`config.mk`:
```
export PLATFORM = sky130hd
export DESIGN_NAME = text_page_cursor_writer_flat
export DESIGN_NICKNAME = d
export VERILOG_FILES = /design/src/rtl/core/tpcw_pkg.sv /design/src/rtl/core/tpcw_in_if.sv /design/src/rtl/core/tpcw_out_if.sv /design/src/rtl/core/tpcw_in_stage.sv /design/src/rtl/core/tpcw_cursor_core.sv /design/src/rtl/core/text_page_cursor_writer.sv /design/src/flat_wrapper.sv
export SDC_FILE = /design/constraint.sdc
export NUM_CORES = 1
export LEC_CHECK = 0
export BUFFER_PORTS_ARGS = -buffer_cell sky130_fd_sc_hd__buf_2
export CAP_MARGIN = 15
export CORE_MARGIN = 3
export CORE_UTILIZATION = 50
export CTS_CLUSTER_DIAMETER = 100
export CTS_CLUSTER_SIZE = 14
export DETAILED_ROUTE_END_ITERATION = 10
export PLACE_DENSITY = 0.7
export SKIP_CTS_REPAIR_TIMING = 1
export SYNTH_ARGS = -nofsm -noshare
export SYNTH_HDL_FRONTEND = slang
export SYNTH_SLANG_ARGS = --single-unit
```
`constraint.sdc`:
```
create_clock -name clk -period 4.64 [get_ports clk]
set_clock_uncertainty 0.05 [all_clocks]
set_input_delay 0.696 -clock clk [delete_from_list [all_inputs] [get_ports clk]]
set_output_delay 0.696 -clock clk [all_outputs]
set_load 0.01 [all_outputs]
```
`src/rtl/core/tpcw_pkg.sv`:
```
`timescale 1ns / 1ps
`default_nettype none

package tpcw_pkg;

	// Default page geometry
	localparam int COLUMNS_DEF = 80;
	localparam int ROWS_DEF    = 25;
	localparam int CELLS_DEF   = 2000;

	localparam logic [7:0] NEWLINE_CODE = 8'd10;

	typedef enum logic [2:0] {
		OP_PUT_CHAR   = 3'd0,
		OP_CLEAR_PAGE = 3'd1,
		OP_SET_COLUMN = 3'd2,
		OP_SET_ROW    = 3'd3,
		OP_SET_ABS    = 3'd4,
		OP_ADD_COLUMN = 3'd5,
		OP_SET_MODE   = 3'd6
	} op_t;

	typedef enum logic [1:0] {
		MODE_CONSOLE    = 2'd0,
		MODE_CONSOLE_NL = 2'd1,
		MODE_PAGE       = 2'd2,
		MODE_PAGE_FROZEN = 2'd3
	} mode_t;

	typedef struct packed {
		logic [2:0]  operation;
		logic [7:0]  char_code;
		logic [15:0] argument;
	} item_t;

	// Registered item with the argument already split by the column count
	typedef struct packed {
		logic        valid;
		item_t       item;
		logic [15:0] arg_quot;
	} stage_t;

endpackage

`default_nettype wire

```
`src/rtl/core/tpcw_in_if.sv`:
```
`timescale 1ns / 1ps
`default_nettype none

interface tpcw_in_if;
	logic        valid;
	logic        ready;
	logic [2:0]  operation;
	logic [7:0]  char_code;
	logic [15:0] argument;

	modport source (output valid, output operation, output char_code, output argument,
		input ready);
	modport sink (input valid, input operation, input char_code, input argument,
		output ready);
endinterface

`default_nettype wire

```
`src/rtl/core/tpcw_out_if.sv`:
```
`timescale 1ns / 1ps
`default_nettype none

interface tpcw_out_if #(
	parameter int PW = 11
);
	logic          valid;
	logic          ready;
	logic          console_valid;
	logic [7:0]    console_char;
	logic          cell_write;
	logic [PW-1:0] cell_address;
	logic [7:0]    cell_char;
	logic          clear_page;
	logic          page_updated;
	logic [PW-1:0] cursor_now;
	logic [1:0]    mode_now;

	modport source (output valid, output console_valid, output console_char,
		output cell_write, output cell_address, output cell_char, output clear_page,
		output page_updated, output cursor_now, output mode_now, input ready);
	modport sink (input valid, input console_valid, input console_char,
		input cell_write, input cell_address, input cell_char, input clear_page,
		input page_updated, input cursor_now, input mode_now, output ready);
endinterface

`default_nettype wire

```
`src/rtl/core/tpcw_in_stage.sv`:
```
`timescale 1ns / 1ps
`default_nettype none

module tpcw_in_stage import tpcw_pkg::*; #(
	parameter int COLUMNS = COLUMNS_DEF
) (
	input  wire logic clk,
	input  wire logic arst_n,
	tpcw_in_if.sink   item,
	input  wire logic advance,
	output stage_t    stage
);

	// Exact floor(argument / COLUMNS) for a 16-bit argument by reciprocal multiply
	localparam int SH = 16 + $clog2(COLUMNS);
	localparam longint unsigned RECIP = ((64'd1 << SH) + COLUMNS - 1) / COLUMNS;
	localparam logic [16:0] RECIP_V = RECIP[16:0];

	logic [47:0] prod;
	logic        valid_s1;
	item_t       item_s1;
	logic [15:0] quot_s1;

	assign prod = 48'(item.argument) * 48'(RECIP_V);

	assign item.ready = !valid_s1 || advance;

	always_ff @(posedge clk or negedge arst_n) begin
		if (!arst_n) begin
			valid_s1 <= 1'b0;
		end else if (item.ready) begin
			valid_s1 <= item.valid;
		end
	end

	always_ff @(posedge clk) begin
		if (item.valid && item.ready) begin
			item_s1.operation <= item.operation;
			item_s1.char_code <= item.char_code;
			item_s1.argument  <= item.argument;
			quot_s1           <= prod[SH +: 16];
		end
	end

	assign stage.valid    = valid_s1;
	assign stage.item     = item_s1;
	assign stage.arg_quot = quot_s1;

endmodule

`default_nettype wire

```
`src/rtl/core/tpcw_cursor_core.sv`:
```
`timescale 1ns / 1ps
`default_nettype none

module tpcw_cursor_core import tpcw_pkg::*; #(
	parameter int COLUMNS = COLUMNS_DEF,
	parameter int ROWS    = ROWS_DEF,
	parameter int CELLS   = CELLS_DEF,
	parameter int PW      = $clog2(CELLS_DEF + 1)
) (
	input  wire logic   clk,
	input  wire logic   arst_n,
	input  wire stage_t stage,
	output logic        advance,
	tpcw_out_if.source  result
);

	localparam int EW = (PW > 16 ? PW : 16) + 2;
	localparam int CW = $clog2(COLUMNS);
	localparam int RW = $clog2(ROWS + 1);

	localparam logic [EW-1:0] COLS_E  = EW'(COLUMNS);
	localparam logic [EW-1:0] ROWS_E  = EW'(ROWS);
	localparam logic [EW-1:0] CELLS_E = EW'(CELLS);
	localparam logic [EW-1:0] LAST_E  = EW'(CELLS - 1);

	// Row base and column of the full-page and last-cell positions
	localparam logic [PW-1:0] FULL_BASE = PW'((CELLS / COLUMNS) * COLUMNS);
	localparam logic [CW-1:0] FULL_COL  = CW'(CELLS % COLUMNS);
	localparam logic [PW-1:0] LAST_BASE = PW'(((CELLS - 1) / COLUMNS) * COLUMNS);
	localparam logic [CW-1:0] LAST_COL  = CW'((CELLS - 1) % COLUMNS);

	// Cursor kept as position, row base and column: cur_q == base_q + col_q
	logic [PW-1:0] cur_q, base_q;
	logic [CW-1:0] col_q;
	mode_t         mode_q;

	logic [PW-1:0] nxt_cur, nxt_base;
	logic [CW-1:0] nxt_col;
	mode_t         nxt_mode;

	logic          out_free;
	logic          valid_q;
	logic          con_v_q, cw_q, clr_q, upd_q;
	logic [7:0]    con_c_q, cc_q;
	logic [PW-1:0] ca_q, cursor_q;
	logic [1:0]    mode_out_q;

	logic          con_v, cw, clr, upd;
	logic [7:0]    con_c, cc;
	logic [PW-1:0] ca;

	op_t           op;
	logic [7:0]    ch;
	logic [15:0]   arg;
	logic [EW-1:0] cur_e, base_e, col_e, arg_e, qc_e, rem_e;
	logic [EW-1:0] nl_e, setcol_e, rowb_e, setrow_e, sum_e, col2_e, addb_e;

	assign op  = op_t'(stage.item.operation);
	assign ch  = stage.item.char_code;
	assign arg = stage.item.argument;

	assign cur_e    = EW'(cur_q);
	assign base_e   = EW'(base_q);
	assign col_e    = EW'(col_q);
	assign arg_e    = EW'(arg);
	assign qc_e     = EW'(stage.arg_quot) * COLS_E;
	assign rem_e    = arg_e - qc_e;
	assign nl_e     = base_e + COLS_E;
	assign setcol_e = base_e + arg_e;
	assign rowb_e   = EW'(arg[RW-1:0]) * COLS_E;
	assign setrow_e = rowb_e + col_e;
	assign sum_e    = cur_e + arg_e;
	assign col2_e   = col_e + rem_e;
	assign addb_e   = base_e + qc_e;

	always_comb begin
		nxt_cur  = cur_q;
		nxt_base = base_q;
		nxt_col  = col_q;
		nxt_mode = mode_q;
		con_v    = 1'b0;
		con_c    = 8'd0;
		cw       = 1'b0;
		ca       = '0;
		cc       = 8'd0;
		clr      = 1'b0;
		upd      = 1'b0;
		case (op)
			OP_PUT_CHAR: begin
				if (mode_q == MODE_CONSOLE || mode_q == MODE_CONSOLE_NL) begin
					con_v = 1'b1;
					con_c = ch;
				end else if (cur_e < CELLS_E) begin
					if (ch != NEWLINE_CODE) begin
						cw      = 1'b1;
						ca      = cur_q;
						cc      = ch;
						nxt_cur = PW'(cur_e + EW'(1));
						if (col_e + EW'(1) == COLS_E) begin
							nxt_col  = '0;
							nxt_base = PW'(nl_e);
						end else begin
							nxt_col = CW'(col_e + EW'(1));
						end
					end else if (nl_e > CELLS_E) begin
						nxt_cur  = PW'(CELLS_E);
						nxt_base = FULL_BASE;
						nxt_col  = FULL_COL;
					end else begin
						nxt_cur  = PW'(nl_e);
						nxt_base = PW'(nl_e);
						nxt_col  = '0;
					end
					upd = (mode_q == MODE_PAGE);
				end
			end
			OP_CLEAR_PAGE: begin
				clr = 1'b1;
				upd = 1'b1;
			end
			OP_SET_COLUMN: begin
				if (arg_e < COLS_E) begin
					if (setcol_e > CELLS_E) begin
						nxt_cur  = PW'(CELLS_E);
						nxt_base = FULL_BASE;
						nxt_col  = FULL_COL;
					end else begin
						nxt_cur = PW'(setcol_e);
						nxt_col = arg[CW-1:0];
					end
				end
			end
			OP_SET_ROW: begin
				if (arg_e < ROWS_E) begin
					if (setrow_e > CELLS_E) begin
						nxt_cur  = PW'(CELLS_E);
						nxt_base = FULL_BASE;
						nxt_col  = FULL_COL;
					end else begin
						nxt_cur  = PW'(setrow_e);
						nxt_base = PW'(rowb_e);
					end
				end
			end
			OP_SET_ABS: begin
				if (arg_e < CELLS_E) begin
					nxt_cur  = PW'(arg_e);
					nxt_base = PW'(qc_e);
					nxt_col  = CW'(rem_e);
				end
			end
			OP_ADD_COLUMN: begin
				if (sum_e > LAST_E) begin
					nxt_cur  = PW'(LAST_E);
					nxt_base = LAST_BASE;
					nxt_col  = LAST_COL;
				end else begin
					nxt_cur = PW'(sum_e);
					// carry the column into the row base
					if (col2_e >= COLS_E) begin
						nxt_col  = CW'(col2_e - COLS_E);
						nxt_base = PW'(addb_e + COLS_E);
					end else begin
						nxt_col  = CW'(col2_e);
						nxt_base = PW'(addb_e);
					end
				end
			end
			OP_SET_MODE: begin
				if (arg_e <= EW'(3)) begin
					nxt_mode = mode_t'(arg[1:0]);
				end
				upd = (arg_e == EW'(MODE_PAGE));
			end
			default: begin
			end
		endcase
	end

	assign out_free = !valid_q || result.ready;
	assign advance  = stage.valid && out_free;

	always_ff @(posedge clk or negedge arst_n) begin
		if (!arst_n) begin
			cur_q   <= '0;
			base_q  <= '0;
			col_q   <= '0;
			mode_q  <= MODE_CONSOLE;
			valid_q <= 1'b0;
		end else begin
			if (out_free) begin
				valid_q <= stage.valid;
			end
			if (advance) begin
				cur_q  <= nxt_cur;
				base_q <= nxt_base;
				col_q  <= nxt_col;
				mode_q <= nxt_mode;
			end
		end
	end

	always_ff @(posedge clk) begin
		if (advance) begin
			con_v_q    <= con_v;
			con_c_q    <= con_c;
			cw_q       <= cw;
			ca_q       <= ca;
			cc_q       <= cc;
			clr_q      <= clr;
			upd_q      <= upd;
			cursor_q   <= nxt_cur;
			mode_out_q <= nxt_mode;
		end
	end

	assign result.valid         = valid_q;
	assign result.console_valid = con_v_q;
	assign result.console_char  = con_c_q;
	assign result.cell_write    = cw_q;
	assign result.cell_address  = ca_q;
	assign result.cell_char     = cc_q;
	assign result.clear_page    = clr_q;
	assign result.page_updated  = upd_q;
	assign result.cursor_now    = cursor_q;
	assign result.mode_now      = mode_out_q;

endmodule

`default_nettype wire

```
`src/rtl/core/text_page_cursor_writer.sv`:
```
`timescale 1ns / 1ps
`default_nettype none

// Channel  Dir  Beat contents
// item     in   operation, char_code, argument
// result   out  console, page cell write, clear/update flags, cursor_now, mode_now
//
// One beat in per cycle while the result is not stalled, one result per item; an item
// passes the item register, then the output register. The item register splits the
// argument by the column count with a reciprocal multiply; the cursor stage updates
// position, row base and column. Reset puts the cursor at cell 0 in console mode.
// A stalled result holds in the output register while the item register takes one
// more beat only if it is empty.

module text_page_cursor_writer import tpcw_pkg::*; #(
	parameter int COLUMNS = COLUMNS_DEF,
	parameter int ROWS    = ROWS_DEF,
	parameter int CELLS   = CELLS_DEF,
	parameter int PW      = $clog2(CELLS + 1)
) (
	input  wire logic  clk,
	input  wire logic  arst_n,
	tpcw_in_if.sink    item,
	tpcw_out_if.source result
);

	stage_t stage;
	logic   advance;

	tpcw_in_stage #(
		.COLUMNS (COLUMNS)
	) u_in_stage (
		.clk     (clk),
		.arst_n  (arst_n),
		.item    (item),
		.advance (advance),
		.stage   (stage)
	);

	tpcw_cursor_core #(
		.COLUMNS (COLUMNS),
		.ROWS    (ROWS),
		.CELLS   (CELLS),
		.PW      (PW)
	) u_cursor_core (
		.clk     (clk),
		.arst_n  (arst_n),
		.stage   (stage),
		.advance (advance),
		.result  (result)
	);

endmodule

`default_nettype wire

```
`src/flat_wrapper.sv`:
```
// flat-port wrapper written by rule: the top's interface ports become plain ports
module text_page_cursor_writer_flat import tpcw_pkg::*;
#(
	parameter int COLUMNS = COLUMNS_DEF,
	parameter int ROWS    = ROWS_DEF,
	parameter int CELLS   = CELLS_DEF,
	parameter int PW      = $clog2(CELLS + 1)
)
  (clk, arst_n, item_valid, item_operation, item_char_code, item_argument, item_ready, result_valid, result_console_valid, result_console_char, result_cell_write, result_cell_address, result_cell_char, result_clear_page, result_page_updated, result_cursor_now, result_mode_now, result_ready);
  tpcw_in_if item_i ();
  tpcw_out_if #(.PW(PW)) result_i ();
  input  wire logic clk;
  input  wire logic arst_n;
  input wire logic [$bits(item_i.valid)-1:0] item_valid;
  input wire logic [$bits(item_i.operation)-1:0] item_operation;
  input wire logic [$bits(item_i.char_code)-1:0] item_char_code;
  input wire logic [$bits(item_i.argument)-1:0] item_argument;
  output wire logic [$bits(item_i.ready)-1:0] item_ready;
  output wire logic [$bits(result_i.valid)-1:0] result_valid;
  output wire logic [$bits(result_i.console_valid)-1:0] result_console_valid;
  output wire logic [$bits(result_i.console_char)-1:0] result_console_char;
  output wire logic [$bits(result_i.cell_write)-1:0] result_cell_write;
  output wire logic [$bits(result_i.cell_address)-1:0] result_cell_address;
  output wire logic [$bits(result_i.cell_char)-1:0] result_cell_char;
  output wire logic [$bits(result_i.clear_page)-1:0] result_clear_page;
  output wire logic [$bits(result_i.page_updated)-1:0] result_page_updated;
  output wire logic [$bits(result_i.cursor_now)-1:0] result_cursor_now;
  output wire logic [$bits(result_i.mode_now)-1:0] result_mode_now;
  input wire logic [$bits(result_i.ready)-1:0] result_ready;
  assign item_i.valid = item_valid;
  assign item_i.operation = item_operation;
  assign item_i.char_code = item_char_code;
  assign item_i.argument = item_argument;
  assign item_ready = item_i.ready;
  assign result_valid = result_i.valid;
  assign result_console_valid = result_i.console_valid;
  assign result_console_char = result_i.console_char;
  assign result_cell_write = result_i.cell_write;
  assign result_cell_address = result_i.cell_address;
  assign result_cell_char = result_i.cell_char;
  assign result_clear_page = result_i.clear_page;
  assign result_page_updated = result_i.page_updated;
  assign result_cursor_now = result_i.cursor_now;
  assign result_mode_now = result_i.mode_now;
  assign result_i.ready = result_ready;
  text_page_cursor_writer #(.COLUMNS(COLUMNS), .ROWS(ROWS), .CELLS(CELLS), .PW(PW)) u_core (.clk(clk), .arst_n(arst_n), .item(item_i), .result(result_i));
endmodule
```
Yosys cells after proc, flatten, opt, wreduce, memory -nomap -nowiden
Cells that the tools add are included.

operators by class
  shifts and indexed selects = 0
  add/sub/neg operators = 11
  bitwise operators = 3
  reductions and logical operators = 15
  multipliers = 3
  multiplexer cells = 43
  eq/ne operators = 19
  div/mod/pow operators = 0
  order comparisons = 10

operator list
  operator                                                                            count
  11-bit 2-to-1 mux                                                                   21
  11-bit one-hot mux with 5 select lines                                              2
  7-bit 2-to-1 mux                                                                    11
  7-bit one-hot mux with 5 select lines                                               1
  11-bit by 16-bit adder with 17-bit output                                           2
  17-bit by 11-bit greater-than comparator with 1-bit output (second input constant)  2
  16-bit by 16-bit multiplier with 32-bit output (second input constant)              1
  7-bit by 18-bit adder with 18-bit output                                            1
  18-bit by 7-bit == test with 1-bit output (second input constant)                   1
  18-bit by 7-bit >= comparator with 1-bit output (second input constant)             1
  16-bit by 17-bit subtractor with 18-bit output                                      1
  16-bit by 2-bit == test with 1-bit output (second input constant)                   1
  16-bit by 2-bit <= comparator with 1-bit output (second input constant)             1
  16-bit by 11-bit less-than comparator with 1-bit output (second input constant)     1
  16-bit by 5-bit less-than comparator with 1-bit output (second input constant)      1
  16-bit by 7-bit less-than comparator with 1-bit output (second input constant)      1
  2-bit inequality test (second input constant)                                       7
  12-bit by 7-bit adder with 13-bit output                                            1
  13-bit by 11-bit greater-than comparator with 1-bit output (second input constant)  1
  10-bit by 3-bit multiplier with 13-bit output (second input constant)               1
  11-bit by 7-bit adder with 12-bit output (second input constant)                    1
  12-bit by 11-bit greater-than comparator with 1-bit output (second input constant)  1
  11-bit by 1-bit adder with 11-bit output (second input constant)                    1
  11-bit adder                                                                        1
  other kinds (27)                                                                    41

storage, ports and cells
  bits in read-only memories = 0
  flip-flop bits (word level) = 114
  output and inout port bits = 46
  logic and storage cells = 123
  latch bits = 0
  memories = 0
  memory bits (writable) = 0
  bits of input ports = 31

Logic depth before layout (Yosys ltp)
Gate-level depths: netlist of the first run.

  word-level depth = 7
  gate-level depth with buffers = 25
  mapped depth without buffers = 23

Cells and area by module
Synthesis of the first run repeated with hierarchy kept, for this count alone.

second synthesis, totals
  cell total of the unflattened synthesis = 1620
  area, all modules = 14505.2 um2

modules (own cells, without submodules)
  module            area each (um2)  seq. area each (um2)  instances  cells an instance
  tpcw_cursor_core  8416.8           2122.0                1          1023
  tpcw_in_stage     6088.3           1136.1                1          597

Worst setup path before layout of the first run
Ideal clock, no wire load.

  kind = input to register
  from = input port item_argument[2]
  to = register u_core.u_in_stage.quot_s1[7] (data pin)
  arrival time = 5.723 ns
  required time = 4.333 ns
  path buffers = 0
  cell stages on the path = 20
  path slack = -1.391 ns
  cell sequence = ha_1 > inv_1 > fa_1 > inv_1 > fa_1 > fa_1 > fa_1 > fa_1 > ha_1 > a21o_1 > a21o_1 > a221oi_1 > o21ai_0 > a211oi_1 > or2_2 > a21oi_1 > a211oi_1 > o21bai_1 > a21o_1 > xor2_1

on the way
  longest elaborated chain between the ends = 1

RTL lines
  item                                            line                 text
  start, declared                                 flat_wrapper.sv:17   input wire logic [$bits(item_i.argument)-1:0] item_argument;
  16-bit by 16-bit multiplier with 32-bit output  tpcw_in_stage.sv:24  assign prod = 48'(item.argument) * 48'(RECIP_V);
  named net u_core.u_in_stage.prod[30]            tpcw_in_stage.sv:19  logic [47:0] prod;
  end signal, assigned                            tpcw_in_stage.sv:41  quot_s1 <= prod[SH +: 16];
  end, declared                                   tpcw_in_stage.sv:22  logic [15:0] quot_s1;

The timed path passes the listed nets, and every way through them passes these cells.
A chain may end at the register's enable or synchronous reset.

Worst setup path after layout of the first run
  from = input port item_argument[5]
  to = register u_core.u_in_stage.quot_s1[7] (data pin)

Same word-level chain as after synthesis.

==> flow_metrics.tcl, run 1 <==
set metrics [dict create \
    status "finished with violations" \
    violations "negative setup slack" \
    fp-row-count 59 \
    ios 77 \
    synth_seq_area_share 0.239 \
    cts_root_buffer "clkbuf_16" \
    totalPowerFinal_mw 15.0 \
    areaGrowthSynthToFinish_pct 22.5 \
    fin_crit_sh 1.21 \
    layout-drive-gt1-share 0.233 \
    initial_core_util 0.515 \
    grt_pass1_vias 11600 \
    final.min_clock_period_ps 5600 \
    coreArea_um2 26400 \
    pre_cts_ws_ps -1430 \
    fillers 2163 \
    top_usage_layer "met2" \
    grt_start_max_net_pins 60 \
    die_h_um 171 \
    register_area_um2 3260 \
    syn_inst 1419 \
    layoutNonFillerInstCount 1992 \
    cts_buffers 17 \
    synth_edf_count 81 \
    drt_first_pass_iters 6 \
    grt_util_all_layers 0.265 \
    postLayoutCellArea_um2 16700 \
    synth_area_um2 13600 \
    h-tree-depth 4 \
    ant_nets 0 \
    arrival_ps 5730 \
    final_max_slew_viol_count 0 \
    place_hpwl_mm 30.7 \
    holdCritPathClass "in -> async" \
    max_slew.worst_pin.slew_ps 1010 \
    die_area_um2 29300 \
    r2r_start "u_core.u_in_stage.quot_s1[3]" \
    grt_overflow_total 0 \
    fmax_mhz 178 \
    clock_path_buffers 2 \
    finalSetupViolCount 20 \
    grt_first_pass_wirelength_mm 60.6 \
    dp_cells 1948 \
    synth_area_per_cell_um2 9.60 \
    die_w_um 171 \
    reg2reg_depth 25 \
    viasPerCell 5.90 \
    relSlewSlack 0.328 \
    cts_sinks 114 \
    use_met2 0.459 \
    layout.nets 1976 \
    clkLatencyLatePin_ps 430 \
    ys_ff_latch 114 \
    antenna_found_initial 1 \
    synthArstFlopShare 0.289 \
    use_met1 0.336 \
    drv_cap 0 \
    antenna_cells 0 \
    yosysWarnings 0 \
    cts_tree "built" \
    yosysUniqueCellTypes 95 \
    placed_cell_area_um2 15500 \
    worst_slack_ps -962 \
    endpoint_kind "flip-flop" \
    ir_drop_mv 0.588 \
    setup.worst_path.start "item_argument[5]" \
    ys.flop_type "edfxtp_1" \
    numPortBuffers 76 \
    rsz0062_at_grt "yes" \
    drt_iter0_drc 896 \
    wire_per_inst_um 19.6 \
    start_kind "primary input" \
    final_cell_mix "194 x ha_1, 162 x inv_1, 158 x buf_4" \
    gr-usage-met3 0.0356 \
    vias 11800 \
    routed_wl_mm 39.0 \
    p_per_area_nw_per_um2 899 \
    crit_fanout 4 \
    final-hold-violation-count 0 \
    path_clk_slew_ps 60 \
    synth_fp_nets 1751 \
    path_class "in -> reg" \
    remaining_drc_errors 0 \
    final_common_cell "ha_1" \
    crit_required_ps 4770 \
    multi_input_area_um2 10000 \
    globalplace.congestion 1.01 \
    leakage_nw 7.78 \
]
[sequential cells by signal (all words and copies together) (netlist names), 7 cells and up]
register / cells
u_core.u_in_stage.quot_s1: 10
u_core.u_cursor_core.result.cell_char: 8
u_core.u_cursor_core.cur_q: 11
u_core.u_cursor_core.col_q: 7
u_core.u_in_stage.stage: 27
u_core.u_cursor_core.result.cursor_now: 11
u_core.u_cursor_core.base_q: 11
u_core.u_cursor_core.result.cell_address: 11
u_core.u_cursor_core.result.console_char: 8
[layout make-up]
cell class	instances	area share
Clock inverter	14	0.0122
Timing Repair Buffer	239	0.101
Sequential cell	114	0.195
Tap cell	335	0.0251
Inverter	173	0.0389
Clock buffer	18	0.0257
Multi-Input combinational cell	1099	0.601
[path summary, 6_finish.rpt]
path | end | slack [ps]
min in group clk | u_core.u_in_stage.stage[35] | 380
hold reg to reg | u_core.u_cursor_core.result.valid | 450
setup reg to reg | u_core.u_cursor_core.base_q[8] | -420
setup / recovery | u_core.u_in_stage.quot_s1[7] | -960
hold / removal | u_core.u_cursor_core.mode_q[1] | 330
max in group asynchronous | u_core.u_cursor_core.col_q[2] | 3680
[metrics by stage]
step	hold WS, ps	TNS (ps)	utilization
5_1_grt	375	-14400	0.632
4_1_cts	348	-12220	0.612
6_report	328	-10740	0.632
3_3_place_gp	414	-14650	0.588
3_5_place_dp	446	-16030	0.588
2_1_floorplan	350	-7190	-
[critical path: stages]
cell and delay (ps):
buf_6 110, ha_4 260, inv_2 40, fa_1 500, fa_1 540, inv_2 40
fa_2 540, fa_1 450, fa_2 590, ha_4 200, and4_4 180, a221oi_2 280
o21ai_1 120, a211oi_2 210, or2_4 170, a21oi_4 70, a211oi_4 270, o21bai_1 120
a21o_1 190, xor2_1 140
[cell families (layout without fill, tap and decap cells)]
family / after synthesis / after routing / share of synthesized area
AOI/OAI and AO/OA: 339 / 339 / 0.169
xor gates and xnor gates: 87 / 87 / 0.0559
adders and majority gates: 301 / 301 / 0.326
buffers and inverters: 206 / 444 / 0.0582
DFF: 114 / 114 / 0.239
muxes: 15 / 15 / 0.0124
and+or+nand+nor: 357 / 357 / 0.140
[layer usage]
layer,vias up,part of all wire
met2,464,0.48
li1,5591,-
met1,5578,0.41
met3,115,0.062
met4,2,0.043
met5,-,0.00033
[synth_stat cells (all sizes together) (16+ instances only)]
master,instances,area [µm²]
nor3,28,145
nand2,82,308
nor2,73,274
nand4,16,100
ha,212,2650
xor2,32,280
xnor2,55,482
a211oi,17,138
nand3,24,120
a21o,23,174
o21ai,87,439
a21oi,79,399
clkbuf,26,97.6
and2,30,189
nor2b,16,100
inv,172,646
edfxtp,81,2430
fa,89,1780
dfrtp,33,826
[power by group]
| part | internal (mW) | leakage (nW) | total, mW | switching (mW) |
|---|---|---|---|---|
| clock network | 0.906 | 0.298 | 1.43 | 0.528 |
| logic | 5.83 | 6.29 | 11.8 | 6.01 |
| registers | 1.38 | 1.20 | 1.73 | 0.348 |
Power figures use the tool's default switching activity.
==> inputs of run 2 (changes only) <==
--- a/config.mk
+++ b/config.mk
@@ -13,7 +13,9 @@
 export CTS_CLUSTER_SIZE = 14
 export DETAILED_ROUTE_END_ITERATION = 10
 export PLACE_DENSITY = 0.7
+export SETUP_SLACK_MARGIN = 0.1
 export SKIP_CTS_REPAIR_TIMING = 1
 export SYNTH_ARGS = -nofsm -noshare
 export SYNTH_HDL_FRONTEND = slang
+export SYNTH_HIERARCHICAL = 1
 export SYNTH_SLANG_ARGS = --single-unit
==> run 2 against run 1 <==
  * The flow still finishes with violations (negative setup slack)
  * Via count up 12%
  * Cell area rose by 8.3%
  * Global-route usage rose by 1.3 points
  * First-iteration DRC count up 32%
  * Worst setup slack better by 630 ps
  * Maximum frequency is 13% higher
  * Count of clock-buffer cells in the layout down 1
  * Register-to-register slack gained 180 ps
  * Core utilization increased by 1.0 points
  * Non-clock buffer count is 21 higher
  * Critical path depth fell by 2
==> flow_metrics.tcl, run 2 <==
set metrics [dict create \
    ios 77 \
    ant_nets 0 \
    path_cells "buf_2, ha_4, inv_2, fa_1, inv_1, fa_1, fa_1, fa_1, inv_1, fa_1, inv_2, ha_4, a21oi_2, o211ai_1, a221o_1, a32oi_2, and4b_1, a311oi_2" \
    final_max_slew_viol_count 0 \
    die_h_um 176 \
    cts_tree "built" \
    path_buf_inv 5 \
    fillers 2302 \
    layout-drive-gt1-share 0.234 \
    finalSetupViolCount 19 \
    synth_area_um2 14500 \
    layout.nets 2189 \
    endpoint_kind "flip-flop" \
    clock_path_buffers 2 \
    h-tree-depth 4 \
    violations "negative setup slack" \
    coreArea_um2 28200 \
    largest_reg_flops 27 \
    cts_root_buffer "clkbuf_16" \
    final.min_clock_period_ps 4980 \
    grt_pass1_vias 13100 \
    final_common_cell "inv_1" \
    path_clk_slew_ps 60 \
    drv_cap 0 \
    path_class "in -> reg" \
    cp_slowest_stage_delay_ps 520 \
    worst_slack_ps -337 \
    die_w_um 176 \
    antenna_found_initial 0 \
    grt_overflow_total 0 \
    antenna_cells 0 \
    place_hpwl_mm 34.9 \
    die_area_um2 31100 \
    fmax_mhz 201 \
    crit_family "adder cells" \
    wire_per_inst_um 19.6 \
    final_cell_mix "213 x inv_1, 179 x ha_1, 172 x buf_4" \
    arrival_ps 5080 \
    drt_iter0_drc 1186 \
    crit_fanout 3 \
    relSlewSlack 0.349 \
    start_kind "primary input" \
    max_slew.worst_pin.slew_ps 976 \
    cts_sinks 114 \
    rsz0062_at_grt "yes" \
    status "finished with violations" \
    crit_top_cell "fa_1" \
    globalplace.congestion 0.977 \
    yosysWarnings 6 \
    numPortBuffers 76 \
    register_area_um2 3260 \
    syn_inst 1618 \
    vias 13200 \
    initial_core_util 0.515 \
    crit_required_ps 4740 \
    grt_start_max_net_pins 51 \
    cts_buffers 17 \
    hold_ws_ps 349 \
    viasPerCell 5.88 \
    fp-row-count 61 \
    routed_wl_mm 44.1 \
    cp_slowest_cell "fa_1" \
    holdCritPathClass "in -> async" \
    areaGrowthSynthToFinish_pct 24.8 \
    multi_input_area_um2 11000 \
    synth_area_per_cell_um2 8.96 \
    grt_first_pass_wirelength_mm 68.4 \
    drt_first_pass_iters 6 \
    fin_crit_sh 1.07 \
    clkLatencyLatePin_ps 420 \
    remaining_drc_errors 0 \
    grt_util_all_layers 0.278 \
    final-hold-violation-count 0 \
    utilization 0.642 \
]
run 2: cell types whose count changed in the layout (fill, tap and decap cells not counted), sizes merged, moves of 8 or more:
| cell | before | now |
|---|---|---|
| and3 | 15 | 23 |
| buf | 238 | 258 |
| a21oi | 79 | 115 |
| a21o | 23 | 36 |
| a211oi | 17 | 29 |
| nand3 | 24 | 40 |
| inv | 176 | 232 |
| nor2 | 73 | 115 |
run 2: final timing paths:
path | from | depth (start not counted) | end | slack, ps
setup / recovery | item_argument[2] | 18 | u_core/u_in_stage/quot_s1[8] | -340
hold / removal | arst_n | 1 | u_core/u_cursor_core/col_q[3] | 350
setup reg to reg | u_core/u_in_stage/quot_s1[3] | 18 | u_core/u_cursor_core/base_q[5] | -240
hold reg to reg | u_core/u_in_stage/valid_s1 | 1 | u_core/u_cursor_core/result.valid | 450
max in group asynchronous | arst_n | 1 | u_core/u_cursor_core/cur_q[8] | 3620
min in group clk | item_char_code[2] | 1 | u_core/u_in_stage/stage[34] | 410
run 2: cell type report:
cell class | instances | area share
sequential | 114 | 0.180
tap | 378 | 0.0262
multi-input combinational | 1236 | 0.610
inverter | 226 | 0.0472
timing repair buffer | 260 | 0.102
clock inverter | 15 | 0.0109
clock buffer | 17 | 0.0235
run 2: routing by layer:
layer / vias to the layer above / global-route usage / wire length, µm
met3: 113 / 0.0378 / 2700
met2: 487 / 0.495 / 22300
li1: 6226 / - / -
met1: 6382 / 0.349 / 17700
met5: - / 0 / 0
met4: 0 / 0.0861 / 1370
run 2: worst register-to-register path: stages, from the launching register on:
cell and delay (ps):
edfxtp_1 470, ha_4 270, ha_4 160, fa_2 360, xor2_1 260, inv_1 100, ha_2 340, or4b_1 550
o32ai_1 250, a31oi_1 70, a21o_1 200, or4b_1 500, a211o_1 360, a21oi_4 160, buf_12 140, buf_6 120
mux2i_1 210, o211a_1 160, a21oi_1 40
run 2: stage by stage:
step | worst slack, ps | setup TNS, ps | cell area, µm² | instances
floorplan | -336 | -2300 | 14900 | 1621
global placement | -749 | -8370 | 16800 | 2194
detailed placement | -815 | -8960 | 16800 | 2194
CTS | -385 | -4900 | 17400 | 2226
global route | -443 | -7500 | 18100 | 2246
finish | -337 | -4090 | 18100 | 2246
Power of run 2 is left out: the tool's default activity adds up to more than one toggle a clock period on the data nets, which glitch-free logic cannot reach.
==> inputs of run 3 (changes only) <==
--- a/config.mk
+++ b/config.mk
@@ -7,13 +7,11 @@
 export LEC_CHECK = 0
 export BUFFER_PORTS_ARGS = -buffer_cell sky130_fd_sc_hd__buf_2
 export CAP_MARGIN = 15
-export CORE_MARGIN = 3
 export CORE_UTILIZATION = 50
 export CTS_CLUSTER_DIAMETER = 100
 export CTS_CLUSTER_SIZE = 14
 export DETAILED_ROUTE_END_ITERATION = 10
 export PLACE_DENSITY = 0.7
-export SETUP_SLACK_MARGIN = 0.1
 export SKIP_CTS_REPAIR_TIMING = 1
 export SYNTH_ARGS = -nofsm -noshare
 export SYNTH_HDL_FRONTEND = slang
==> run 3 against run 2 <==
  * The run still ends with negative setup slack left
  * Via count shrank 1.2%
  * Register-to-register slack is essentially flat
  * Cell area shrank 0.60%
  * Flip-flop and latch count is the same
  * Critical path type unchanged
  * Critical endpoint unchanged
==> flow_metrics.tcl, run 3 (synthesis gave the netlist of run 2 again) <==
set metrics [dict create \
    status "finished with violations" \
    crit_top_cell "ha_1" \
    antenna_found_initial 0 \
    path_buf_inv 3 \
    vias 13000 \
    fillers 2328 \
    crit_fanout 4 \
    violations "negative setup slack" \
    die_area_um2 29700 \
    grt_pass1_vias 12600 \
    final_cell_mix "211 x inv_1, 187 x ha_1, 173 x buf_4" \
    wire_per_inst_um 19.2 \
    fmax_mhz 201 \
    drt_first_pass_iters 8 \
    final_common_cell "inv_1" \
    cp_slowest_stage_delay_ps 540 \
    grt_overflow_total 0 \
    clock_path_buffers 2 \
    layout-drive-gt1-share 0.229 \
    finalSetupViolCount 19 \
    reg2reg_depth 19 \
    crit_family "adder cells" \
    coreArea_um2 28200 \
    path_clk_slew_ps 70 \
    largest_reg_flops 27 \
    fp-row-count 61 \
    arrival_ps 5080 \
    routed_wl_mm 43.0 \
    final-hold-violation-count 0 \
    final.min_clock_period_ps 4980 \
    clkLatencyLatePin_ps 420 \
    cts_sinks 114 \
    hold_ws_ps 326 \
    grt_first_pass_wirelength_mm 65.4 \
    layout.nets 2184 \
    start_kind "primary input" \
    cts_buffers 17 \
    grt_start_max_net_pins 51 \
    final_max_slew_viol_count 0 \
    die_w_um 172 \
    rsz0062_at_grt "yes" \
    numPortBuffers 76 \
    register_area_um2 3260 \
    cts_root_buffer "clkbuf_16" \
    h-tree-depth 4 \
    cts_tree "built" \
    drv_cap 0 \
    path_class "in -> reg" \
    cp_slowest_cell "fa_1" \
    path_cells "buf_2, ha_1, ha_1, ha_1, inv_1, fa_1, fa_1, inv_1, fa_1, ha_1, a211o_1, a21oi_2, nand4bb_1, a32oi_2, and4b_1, a311oi_2" \
    worst_slack_ps -336 \
    globalplace.congestion 1.00 \
    drt_iter0_drc 1046 \
    initial_core_util 0.515 \
    max_slew.worst_pin.slew_ps 1120 \
    grt_util_all_layers 0.289 \
    ios 77 \
    ant_nets 0 \
    fin_crit_sh 1.07 \
    multi_input_area_um2 11000 \
    remaining_drc_errors 0 \
    die_h_um 172 \
    crit_required_ps 4750 \
    antenna_cells 0 \
    viasPerCell 5.82 \
    place_hpwl_mm 34.1 \
    areaGrowthSynthToFinish_pct 24.0 \
    endpoint_kind "flip-flop" \
    relSlewSlack 0.251 \
    holdCritPathClass "in -> async" \
    path_depth 16 \
]
run 3: changes by cell type in the layout (fill, tap and decap cells not counted), moves of 4 or more:
cell | before | now
clkinv_4 | 5 | 0
ha_4 | 36 | 29
buf_6 | 13 | 7
ha_1 | 179 | 187
inv_6 | 4 | 8
buf_12 | 1 | 5
run 3: path summary, 6_finish.rpt:
check                                             start                                 to  slack (ps)
min                                              arst_n      u_core/u_cursor_core/col_q[0]         330
max reg2reg                u_core/u_in_stage/quot_s1[1]      u_core/u_cursor_core/col_q[5]        -250
max                                    item_argument[8]       u_core/u_in_stage/quot_s1[8]        -340
max in group asynchronous                        arst_n      u_core/u_cursor_core/cur_q[7]        3630
min reg2reg                  u_core/u_in_stage/valid_s1  u_core/u_cursor_core/result.valid         470
min in group clk                      item_char_code[5]        u_core/u_in_stage/stage[37]         400
run 3: stage by stage:
| stage | utilization | cells | setup TNS, ps | area, µm² | setup WS, ps |
|---|---|---|---|---|---|
| floorplan | - | 1621 | -2300 | 14900 | -336 |
| global placement | 0.597 | 2198 | -8140 | 16800 | -753 |
| detailed placement | 0.597 | 2198 | -8620 | 16800 | -820 |
| CTS | 0.618 | 2230 | -4700 | 17400 | -412 |
| global route | 0.638 | 2241 | -6430 | 18000 | -458 |
| finish | 0.638 | 2241 | -3240 | 18000 | -336 |
run 3: area by class of cell:
type / count / share of cell area
clock buffers: 17 / 0.0237
repair buffers: 255 / 0.103
flip-flops and latches: 114 / 0.181
multi-input cells: 1236 / 0.609
well taps: 378 / 0.0263
inverters: 226 / 0.0475
clock inverters: 15 / 0.00898
run 3: metal layers:
layer / part of all wire / routed length (µm) / up-vias / global-route usage
met3: 0.045 / 1960 / 105 / 0.0293
li1: - / - / 6212 / -
met5: 0 / 0 / - / 0
met2: 0.50 / 21500 / 434 / 0.508
met4: 0.037 / 1610 / 0 / 0.120
met1: 0.42 / 17900 / 6297 / 0.360
Power of run 3 is left out for the same reason.
